==> src/hw/rtl/acs_pkg.sv <==
// shared types and constants of the anticogging calibration sequencer
package acs_pkg;

    // field widths
    localparam int POS_W      = 16;
    localparam int CUR_W      = 32;
    localparam int VAL_W      = 16;
    localparam int IDX_W      = 12;
    localparam int ACT_W      = 2;
    localparam int PRE_W      = 16;
    localparam int SET_W      = 10;
    localparam int GAIN_W     = 16;
    localparam int STEP_W     = 14;
    localparam int CFG_IDX_W  = 2;
    localparam int CFG_DATA_W = 16;

    // action codes
    localparam logic [ACT_W-1:0] ACT_TICK  = 2'd0;
    localparam logic [ACT_W-1:0] ACT_START = 2'd1;
    localparam logic [ACT_W-1:0] ACT_END   = 2'd2;

    // register indexes
    localparam logic [CFG_IDX_W-1:0] CFG_PRESCALE = 2'd0;
    localparam logic [CFG_IDX_W-1:0] CFG_SETTLE   = 2'd1;
    localparam logic [CFG_IDX_W-1:0] CFG_GAIN     = 2'd2;

    // register reset values
    localparam logic [PRE_W-1:0]  PRESCALE_RST = 16'd500;
    localparam logic [SET_W-1:0]  SETTLE_RST   = 10'd100;
    localparam logic [GAIN_W-1:0] GAIN_RST     = 16'd5000;

    localparam logic [STEP_W-1:0] STEP_MAX = 14'h3FFF;

    // commands from the controller to the datapath
    typedef struct packed {
        logic clr_en;
        logic load_in;
        logic clr_ctrs;
        logic tick_upd;
        logic phase_latch;
        logic exec;
        logic out_load;
    } acs_cmd_t;

    // status from the datapath to the controller
    typedef struct packed {
        logic [ACT_W-1:0] action;
        logic             tick_hit;
        logic             table_valid;
        logic             clr_last;
        logic             out_free;
    } acs_sts_t;

endpackage

==> src/hw/rtl/acs_ctrl.sv <==
// controller state machine of the calibration sequencer
module acs_ctrl (
    input  logic              clk,
    input  logic              rst_n,
    input  logic              req_valid,
    output logic              req_ready,
    input  acs_pkg::acs_sts_t sts,
    output acs_pkg::acs_cmd_t cmd
);

    localparam logic [2:0] S_INIT   = 3'd0;
    localparam logic [2:0] S_IDLE   = 3'd1;
    localparam logic [2:0] S_DECODE = 3'd2;
    localparam logic [2:0] S_CLEAR  = 3'd3;
    localparam logic [2:0] S_TICK   = 3'd4;
    localparam logic [2:0] S_PHASE  = 3'd5;
    localparam logic [2:0] S_WRITE  = 3'd6;
    localparam logic [2:0] S_OUT    = 3'd7;

    logic [2:0] state_reg;
    logic [2:0] state_next;

    always_ff @(posedge clk or negedge rst_n)
    begin
        if (!rst_n)
        begin
            state_reg <= S_INIT;
        end
        else
        begin
            state_reg <= state_next;
        end
    end

    always_comb
    begin
        state_next = state_reg;
        cmd        = '0;
        req_ready  = 1'b0;
        unique case (state_reg)
            S_INIT:
            begin
                cmd.clr_en = 1'b1;
                if (sts.clr_last)
                begin
                    state_next = S_IDLE;
                end
            end
            S_IDLE:
            begin
                req_ready = 1'b1;
                if (req_valid)
                begin
                    cmd.load_in = 1'b1;
                    state_next  = S_DECODE;
                end
            end
            S_DECODE:
            begin
                unique case (sts.action)
                    acs_pkg::ACT_START:
                    begin
                        cmd.clr_ctrs = 1'b1;
                        state_next   = S_CLEAR;
                    end
                    acs_pkg::ACT_END:
                    begin
                        state_next = sts.table_valid ? S_OUT : S_CLEAR;
                    end
                    acs_pkg::ACT_TICK:
                    begin
                        state_next = S_TICK;
                    end
                    default:
                    begin
                        state_next = S_OUT;
                    end
                endcase
            end
            S_CLEAR:
            begin
                cmd.clr_en = 1'b1;
                if (sts.clr_last)
                begin
                    state_next = S_OUT;
                end
            end
            S_TICK:
            begin
                cmd.tick_upd = 1'b1;
                state_next   = sts.tick_hit ? S_PHASE : S_OUT;
            end
            S_PHASE:
            begin
                cmd.phase_latch = 1'b1;
                state_next      = S_WRITE;
            end
            S_WRITE:
            begin
                cmd.exec   = 1'b1;
                state_next = S_OUT;
            end
            S_OUT:
            begin
                if (sts.out_free)
                begin
                    cmd.out_load = 1'b1;
                    state_next   = S_IDLE;
                end
            end
            default:
            begin
                state_next = S_IDLE;
            end
        endcase
    end

endmodule

==> config.mk <==
export PLATFORM = sky130hd
export DESIGN_NAME = acs_ctrl
export DESIGN_NICKNAME = d
export VERILOG_FILES = /design/src/hw/rtl/acs_pkg.sv /design/src/hw/rtl/acs_ctrl.sv
export SDC_FILE = /design/constraint.sdc
export NUM_CORES = 1
export LEC_CHECK = 0
export BUFFER_PORTS_ARGS = -buffer_cell sky130_fd_sc_hd__buf_2
export CAP_MARGIN = 15
export CORE_AREA = 8 8 45 47
export CTS_BUF_LIST = sky130_fd_sc_hd__clkbuf_4 sky130_fd_sc_hd__clkbuf_8 sky130_fd_sc_hd__clkbuf_16
export DETAILED_ROUTE_END_ITERATION = 16
export DIE_AREA = 0 0 53 55
export HOLD_SLACK_MARGIN = 0.08
export SYNTH_ARGS = -nofsm -noshare
export SYNTH_HDL_FRONTEND = slang
export SYNTH_SLANG_ARGS = --single-unit
export TNS_END_PERCENT = 20
==> constraint.sdc <==
create_clock -name clk -period 0.9 [get_ports clk]
set_input_delay 0.18 -clock clk [delete_from_list [all_inputs] [get_ports clk]]
set_output_delay 0.18 -clock clk [all_outputs]
set_load 0.02 [all_outputs]
==> reports/qor.txt, run 1 <==
run status: finished, violations left
failing checks: negative setup slack
CP peak stage delay: 480 ps
Max Clk Rate: 724 MHz
worst setup margin: -481 ps
Avg Synthesized Cell Area: 8.53 um^2
WHS: 274 ps
final hold violation count: 0
Worst slew margin: 76.4%
clock tree buffer depth: 2
slowest CP cell: dfrtp_2
placer congestion estimate: 0.774
post-synthesis register bit count: 3
Worst VDD drop: 1.16 mV
max-slew violations: 0
1st-iter DRT viols: 4
Top delay family on crit path: flip-flops
# setup viols final: 11
initial antenna violation count: 0
CTS tree: built
Tmin final: 1380 ps
DR DRC count: 0
crit-path cells: buf_6 -> xor2_2 -> nor2_2 -> buf_6
row cnt: 14
WL per Instance: 12.4 um
Initial Utilization: 20.3%
clk slew on worst S/H paths: 40 ps
# clock sinks: 3
crit-path most repeated cell: buf_6
Area growth syn-to-layout: 101%
post-synthesis cell type count: 20
worst-margin pin slew: 354 ps
worst-path maximum fanout: 8
sequential area share after synthesis: 26.7%
DR pass1 iterations: 3
Final nets: 71
GRT Resource Usage Total: 6.90%
H-tree depth: 1
cell area after synthesis: 282 um^2
worst path arrival time: 1200 ps
worst clock skew: 3.58 ps
Tcrit/Tclk final: 153%
first-pass GRT wire length: 1.51 mm
CTS buffer count: 3
Leakage Power: 0.260 nW
Critical Path RT: 720 ps
Clock Latency Late Sink: 230 ps
vias post-DR: 343
largest net degree at the start of global routing: 9
Layout fillers: 136
die width: 53 um
RR Startpoint: state_reg[0]$_DFFE_PN0P_
power consumption: 1.85 mW
Post-CTS Setup Bufs: 0
Antenna Nets Post-Route: 0
Worst Setup Path Type: reg2out
max reg flops: 3
dpl cell area: 464 um^2
CP Launch Point: state_reg[0]$_DFFE_PN0P_
Worst Hold Class: in2async
Critical Path End Type: output port
Syn. warnings: 0
fraction of layout cells with a size suffix above 1: 72.1%
vias in the first global route: 368
diodes inserted: 0
final instance area: 567 um^2
boundary pin count: 17
HPWL after DPL: 750 um
RSZ-0062 raised after global routing: true
Post-Syn Instances: 33
Root Driver: clkbuf_4
power per cell area: 3270 nW/um^2
CP bufs+invs: 2
Max Cap Viol: 0
Net Count, Synth: 42
Startpoint Class: flip-flop
drt via density: 4.45
Die Height: 55 um
overall routed net length: 951 um
gr ovfl total: 0
die area: 2920 um^2
Port Buf Inserts: 16
Core ar.: 1380 um^2
## report_power, final
part	switching (mW)	internal [mW]
sequential	0.161	0.207
clock	0.0642	0.196
combinational	0.560	0.665
## logic make-up after synthesis
kind of cell / share of synthesized area, %
compound gates: 19.1
xor+xnor: 3.11
buf+inv: 12.0
flops: 26.7
simple gates: 39.1
## layout by cell type, fill, tap and decap left out, drive strengths merged, types with 2 or more instances in the layout
cell,instances
buf,26
nor2,6
clkbuf,4
nand2b,3
dfrtp,3
nand3,2
a21oi,2
nor3,2
## worst reg2reg max path, stage by stage (launching register included)
cell      delay (ps)
dfrtp_2          480
nand2b_1         170
a221oi_1         340
a211oi_2          50
## cell usage after synthesis
cell	n	area share, %
a211oi_2	1	4.4
a21oi_1	2	3.6
a221oi_1	1	3.1
a22oi_1	1	2.7
and2_1	1	2.2
and4_4	1	4.0
buf_4	1	2.7
buf_6	2	8.0
dfrtp_1	3	27
inv_2	1	1.3
nand2b_1	3	6.7
nand3_1	2	3.6
nor2_1	6	8.0
nor3_1	2	3.6
nor3b_1	1	2.7
nor4b_2	1	5.3
o21ai_0	1	1.8
o32a_1	1	3.6
or3b_1	1	3.1
xor2_1	1	3.1
## area by class of cell
class | instances | area, um^2 | share of cell area [%]
inverters | 1 | 3.75 | 0.662
flip-flops and latches | 3 | 77.6 | 13.7
multi-input cells | 26 | 228 | 40.2
clock buffers | 4 | 30.0 | 5.30
well taps | 16 | 20.0 | 3.53
repair buffers | 27 | 208 | 36.6
## final timing paths
check | cells past startpoint | endpoint | slack, ps
worst max-delay path | 4 | cmd[6] | -480
worst min-delay path | 2 | state_reg[1]$_DFFE_PN0P_ | 270
worst max register to register | 3 | state_reg[1]$_DFFE_PN0P_ | -270
worst min register to register | 3 | state_reg[2]$_DFFE_PN0P_ | 750
max in group asynchronous | 2 | state_reg[2]$_DFFE_PN0P_ | 510
min in group clk | 3 | state_reg[0]$_DFFE_PN0P_ | 320
## through the flow
stage | setup slack [ps] | util (%) | instances | setup TNS [ps]
2_1_floorplan | -218 | - | 33 | -1270
3_3_place_gp | -298 | 33.5 | 72 | -2800
3_5_place_dp | -353 | 33.5 | 72 | -3030
4_1_cts | -496 | 40.7 | 77 | -4100
5_1_grt | -542 | 41.0 | 77 | -4540
6_report | -481 | 41.0 | 77 | -3920
## what timing repair did
item	CTS	global route
endpoints found under the hold margin	3	0
endpoints found under the setup margin	11	11
hold buffers	1	0
pin swaps	3	1
gates resized for setup	18	1
## layer usage
metal	GRT usage [%]	routed length [um]	part of all wire [%]	vias up
li1	-	-	-	176
met1	7.95	436	46	155
met2	11.5	463	49	12
met3	2.41	51	5.4	0
met4	2.59	0	0	0
met5	0	0	0	-
No activity file was read; power rests on OpenSTA's default activity.
==> inputs of run 2 (changes only) <==
==> constraint.sdc (replaced) <==
create_clock -name clk -period 0.9 [get_ports clk]
set_input_delay 0.18 -clock clk [delete_from_list [all_inputs] [get_ports clk]]
set_output_delay 0.18 -clock clk [all_outputs]
set_load 0.01 [all_outputs]
==> reports/qor.txt, run 2 (synthesized netlist as in run 1, its figures left out) <==
DR DRC count: 0 (unchanged)
Leakage Power: 0.267 nW (was 0.260 nW)
boundary pin count: 17 (unchanged)
initial antenna violation count: 0 (unchanged)
die area: 2920 um^2 (unchanged)
fraction of layout cells with a size suffix above 1: 71.0% (was 72.1%)
vias in the first global route: 395 (was 368)
DR pass1 iterations: 3 (unchanged)
Layout fillers: 152 (was 136)
Initial Utilization: 20.3% (unchanged)
crit-path cells: buf_6 -> buf_6 -> nor3b_2 -> buf_2 (was buf_6 -> xor2_2 -> nor2_2 -> buf_6)
Root Driver: clkbuf_4 (unchanged)
worst clock skew: 0.855 ps (was 3.58 ps)
WL per Instance: 11.5 um (was 12.4 um)
CTS tree: built (unchanged)
vias post-DR: 341 (was 343)
drt via density: 4.37 (was 4.45)
die width: 53 um (unchanged)
power per cell area: 3100 nW/um^2 (was 3270 nW/um^2)
Worst Hold Class: in2async (unchanged)
Critical Path RT: 720 ps (about the same)
slowest CP cell: dfrtp_1 (was dfrtp_2)
Startpoint Class: flip-flop (unchanged)
worst path arrival time: 1180 ps (was 1200 ps)
CP peak stage delay: 410 ps (was 480 ps)
most frequent cells in the layout: 14 x buf_2, 8 x buf_6, 5 x buf_4 (was 12 x buf_4, 8 x buf_2, 6 x buf_6)
Post-CTS Setup Bufs: 0 (unchanged)
gr ovfl total: 0 (unchanged)
max-slew violations: 0 (unchanged)
overall routed net length: 898 um (was 951 um)
commonest non-fill, non-tap cell in the layout: buf_2 (was buf_4)
Clock Latency Late Sink: 230 ps (about the same)
1st-iter DRT viols: 6 (was 4)
clock tree buffer depth: 2 (unchanged)
crit-path most repeated cell: buf_6 (unchanged)
max reg flops: 3 (unchanged)
Tcrit/Tclk final: 151% (was 153%)
Max Clk Rate: 735 MHz (was 724 MHz)
# clock sinks: 3 (unchanged)
Antenna Nets Post-Route: 0 (unchanged)
Worst Setup Path Type: reg2out (unchanged)
power consumption: 1.74 mW (was 1.85 mW)
RSZ-0062 raised after global routing: true (unchanged)
Area growth syn-to-layout: 99.1% (was 101%)
clk slew on worst S/H paths: 30 ps (was 40 ps)
# setup viols final: 11 (unchanged)
Tmin final: 1360 ps (was 1380 ps)
worst-margin pin slew: 352 ps (was 354 ps)
Max Cap Viol: 0 (unchanged)
Top delay family on crit path: buffers and inverters (was flip-flops)
utilization after layout: 40.5% (was 41.0%)
reg-to-reg setup timing slack: -260 ps (was -270 ps)
Worst slew margin: 76.5% (was 76.4%)
largest net degree at the start of global routing: 10 (was 9)
Critical Path End Type: output port (unchanged)
H-tree depth: 1 (unchanged)
CP bufs+invs: 3 (was 2)
failing checks: negative setup slack (unchanged)
diodes inserted: 0 (unchanged)
Worst VDD drop: 1.36 mV (was 1.16 mV)
row cnt: 14 (unchanged)
worst setup margin: -461 ps (was -481 ps)
Final nets: 72 (was 71)
Die Height: 55 um (unchanged)
final hold violation count: 0 (unchanged)
GRT Resource Usage Total: 7.11% (was 6.90%)
Core ar.: 1380 um^2 (unchanged)
run status: finished, violations left (unchanged)
HPWL after DPL: 735 um (was 750 um)
first-pass GRT wire length: 1.54 mm (was 1.51 mm)
CTS buffer count: 3 (unchanged)
Port Buf Inserts: 16 (unchanged)
worst-path maximum fanout: 4 (was 8)
placer congestion estimate: 0.759 (was 0.774)
## run 2: layout make-up
class	instances	area, um^2	area share, %
flip-flops and latches	3	77.6	13.8
inverters	1	3.75	0.670
well taps	16	20.0	3.57
multi-input cells	26	221	39.5
clock buffers	4	30.0	5.36
repair buffers	28	208	37.1
## run 2: final timing paths
path                                          start                  endpoint  cells after the start
max                        state_reg[0]$_DFFE_PN0P_                    cmd[1]                      4
min                                           rst_n  state_reg[0]$_DFFE_PN0P_                      2
max reg2reg                state_reg[1]$_DFFE_PN0P_  state_reg[1]$_DFFE_PN0P_                      4
min reg2reg                state_reg[1]$_DFFE_PN0P_  state_reg[1]$_DFFE_PN0P_                      2
max in group asynchronous                     rst_n  state_reg[2]$_DFFE_PN0P_                      2
min in group clk                          req_valid  state_reg[0]$_DFFE_PN0P_                      3
## run 2: through the flow
step / instance area (um^2) / hold slack (ps) / TNS, ps / setup slack, ps / cells
after floorplan: 322 / -116 / -793 / -132 / 33
after global placement: 470 / -19.3 / -2430 / -267 / 73
after detailed placement: 470 / -17.5 / -2560 / -298 / 73
after CTS: 546 / 273 / -3990 / -498 / 78
after global routing: 561 / 268 / -4440 / -526 / 78
final: 561 / 275 / -3750 / -461 / 78
## run 2: timing repair
| action | 4_1_cts | 5_1_grt |
|---|---|---|
| gates resized for setup | 10 | 4 |
| hold endpoints to repair | 3 | 0 |
| hold buffers | 1 | 0 |
| pin swaps | 4 | 3 |
| endpoints found under the setup margin | 11 | 11 |
## run 2: routing by layer
layer  wire [um]  track usage, %  share of wire [%]
met5           0               0                  0
met4           0            6.47                  0
met3          71            1.34                7.9
met2         491            12.9                 55
met1         335            6.71                 37
## run 2: power breakdown
part / switching, mW / leakage (nW) / internal, mW
Sequential: 0.130 / 0.0296 / 0.206
Combinational: 0.485 / 0.219 / 0.659
Clock: 0.0611 / 0.0184 / 0.196
==> inputs of run 3 (changes only) <==
--- a/config.mk
+++ b/config.mk
@@ -12,6 +12,7 @@
 export DETAILED_ROUTE_END_ITERATION = 16
 export DIE_AREA = 0 0 53 55
 export HOLD_SLACK_MARGIN = 0.08
+export PLACE_DENSITY_LB_ADDON = 0.05
 export SYNTH_ARGS = -nofsm -noshare
 export SYNTH_HDL_FRONTEND = slang
 export SYNTH_SLANG_ARGS = --single-unit
==> reports/qor.txt, run 3 (synthesized netlist as in run 1, its figures left out) <==
H-tree depth: 1 (unchanged)
diodes inserted: 0 (unchanged)
most frequent cells in the layout: 14 x buf_2, 9 x buf_4, 6 x buf_6 (was 14 x buf_2, 8 x buf_6, 5 x buf_4)
Worst Hold Class: in2async (unchanged)
HPWL after DPL: 727 um (was 735 um)
# clock sinks: 3 (unchanged)
CTS tree: built (unchanged)
Worst Setup Path Type: reg2out (unchanged)
Area growth syn-to-layout: 106% (was 99.1%)
Max Cap Viol: 0 (unchanged)
# setup viols final: 11 (unchanged)
boundary pin count: 17 (unchanged)
DR DRC count: 0 (unchanged)
clock tree buffer depth: 2 (unchanged)
power per cell area: 3160 nW/um^2 (was 3100 nW/um^2)
WHS: 280 ps (was 275 ps)
max reg flops: 3 (unchanged)
Worst VDD drop: 1.26 mV (was 1.36 mV)
Worst slew margin: 85.6% (was 76.5%)
largest net degree at the start of global routing: 10 (unchanged)
Max Clk Rate: 748 MHz (was 735 MHz)
setup_tns: -3710 ps (was -3750 ps)
die area: 2920 um^2 (unchanged)
initial antenna violation count: 0 (unchanged)
failing checks: negative setup slack (unchanged)
overall routed net length: 975 um (was 898 um)
max-slew violations: 0 (unchanged)
clk slew on worst S/H paths: 30 ps (about the same)
Initial Utilization: 20.3% (unchanged)
worst path arrival time: 1160 ps (was 1180 ps)
placer congestion estimate: 0.696 (was 0.759)
run status: finished, violations left (unchanged)
Critical Path End Type: output port (unchanged)
gr ovfl total: 0 (unchanged)
1st-iter DRT viols: 3 (was 6)
Port Buf Inserts: 16 (unchanged)
drt via density: 4.36 (was 4.37)
WL per Instance: 12.2 um (was 11.5 um)
CTS buffer count: 3 (unchanged)
first-pass GRT wire length: 1.66 mm (was 1.54 mm)
Root Driver: clkbuf_4 (unchanged)
Antenna Nets Post-Route: 0 (unchanged)
fraction of layout cells with a size suffix above 1: 71.9% (was 71.0%)
Leakage Power: 0.280 nW (was 0.267 nW)
final hold violation count: 0 (unchanged)
row cnt: 14 (unchanged)
RSZ-0062 raised after global routing: true (unchanged)
worst-margin pin slew: 215 ps (was 352 ps)
vias in the first global route: 382 (was 395)
die width: 53 um (unchanged)
DR pass1 iterations: 2 (was 3)
vias post-DR: 349 (was 341)
Final nets: 74 (was 72)
Clock Latency Late Sink: 230 ps (about the same)
Startpoint Class: flip-flop (unchanged)
Tcrit/Tclk final: 148% (was 151%)
Critical Path RT: 720 ps (about the same)
commonest non-fill, non-tap cell in the layout: buf_2 (unchanged)
GRT Resource Usage Total: 8.10% (was 7.11%)
worst clock skew: 0.417 ps (was 0.855 ps)
Die Height: 55 um (unchanged)
Tmin final: 1340 ps (was 1360 ps)
worst setup margin: -436 ps (was -461 ps)
Core ar.: 1380 um^2 (unchanged)
worst-path maximum fanout: 3 (was 4)
[run 3: cell type report]
type                       count  area, um^2
sequential                     3        76.3
multi-input combinational     26         234
tap                           16        20.0
timing repair buffer          30         215
clock buffer                   4        30.0
inverter                       1        3.75
fill                         137         805
[run 3: timing repair]
| item | in CTS | in global routing |
|---|---|---|
| gates cloned | 0 | 0 |
| gates resized for setup | 11 | 1 |
| hold buffers | 1 | 0 |
| setup buffers | 3 | 1 |
| hold endpoints to repair | 3 | 0 |
| pin swaps | 3 | 0 |
| endpoints found under the setup margin | 11 | 11 |
[run 3: report_power, final]
group / internal, mW / switching (mW)
combinational: 0.708 / 0.555
clock: 0.196 / 0.0672
sequential: 0.203 / 0.100
[run 3: critical path, cell delays in order, from the launching register on]
cell	delay (ps)
dfrtp_1	380
buf_4	150
nand2b_4	80
nor2_4	40
and2_4	150
buf_2	130
[run 3: per-stage QoR]
stage / worst slack (ps) / cell area [um^2] / power, mW / util [%] / instances
finish: -436 / 579 / 1.83 / 41.9 / 80
global route: -511 / 579 / 1.98 / 41.9 / 80
global placement: -325 / 455 / 1.26 / 32.9 / 71
floorplan: -132 / 322 / 0.956 / - / 33
detailed placement: -340 / 455 / 1.27 / 32.9 / 71
CTS: -454 / 561 / 1.79 / 40.5 / 79
[run 3: worst paths after layout]
check,start,endpoint,slack [ps],depth (start not counted)
worst max-delay path,state_reg[0]$_DFFE_PN0P_,cmd[5],-440,5
worst min-delay path,rst_n,state_reg[2]$_DFFE_PN0P_,280,2
worst max register to register,state_reg[2]$_DFFE_PN0P_,state_reg[2]$_DFFE_PN0P_,-270,5
worst min register to register,state_reg[1]$_DFFE_PN0P_,state_reg[1]$_DFFE_PN0P_,730,3
max in group asynchronous,rst_n,state_reg[2]$_DFFE_PN0P_,500,2
min in group clk,req_valid,state_reg[1]$_DFFE_PN0P_,320,3
[run 3: per-layer routing]
metal  vias up  share of wire (%)  GRT usage, %
met2        14                 50          13.7
li1        181                  -             -
met1       152                 40          7.77
met4         0                1.9          7.76
met3         2                8.0          2.41
met5         -                  0             0
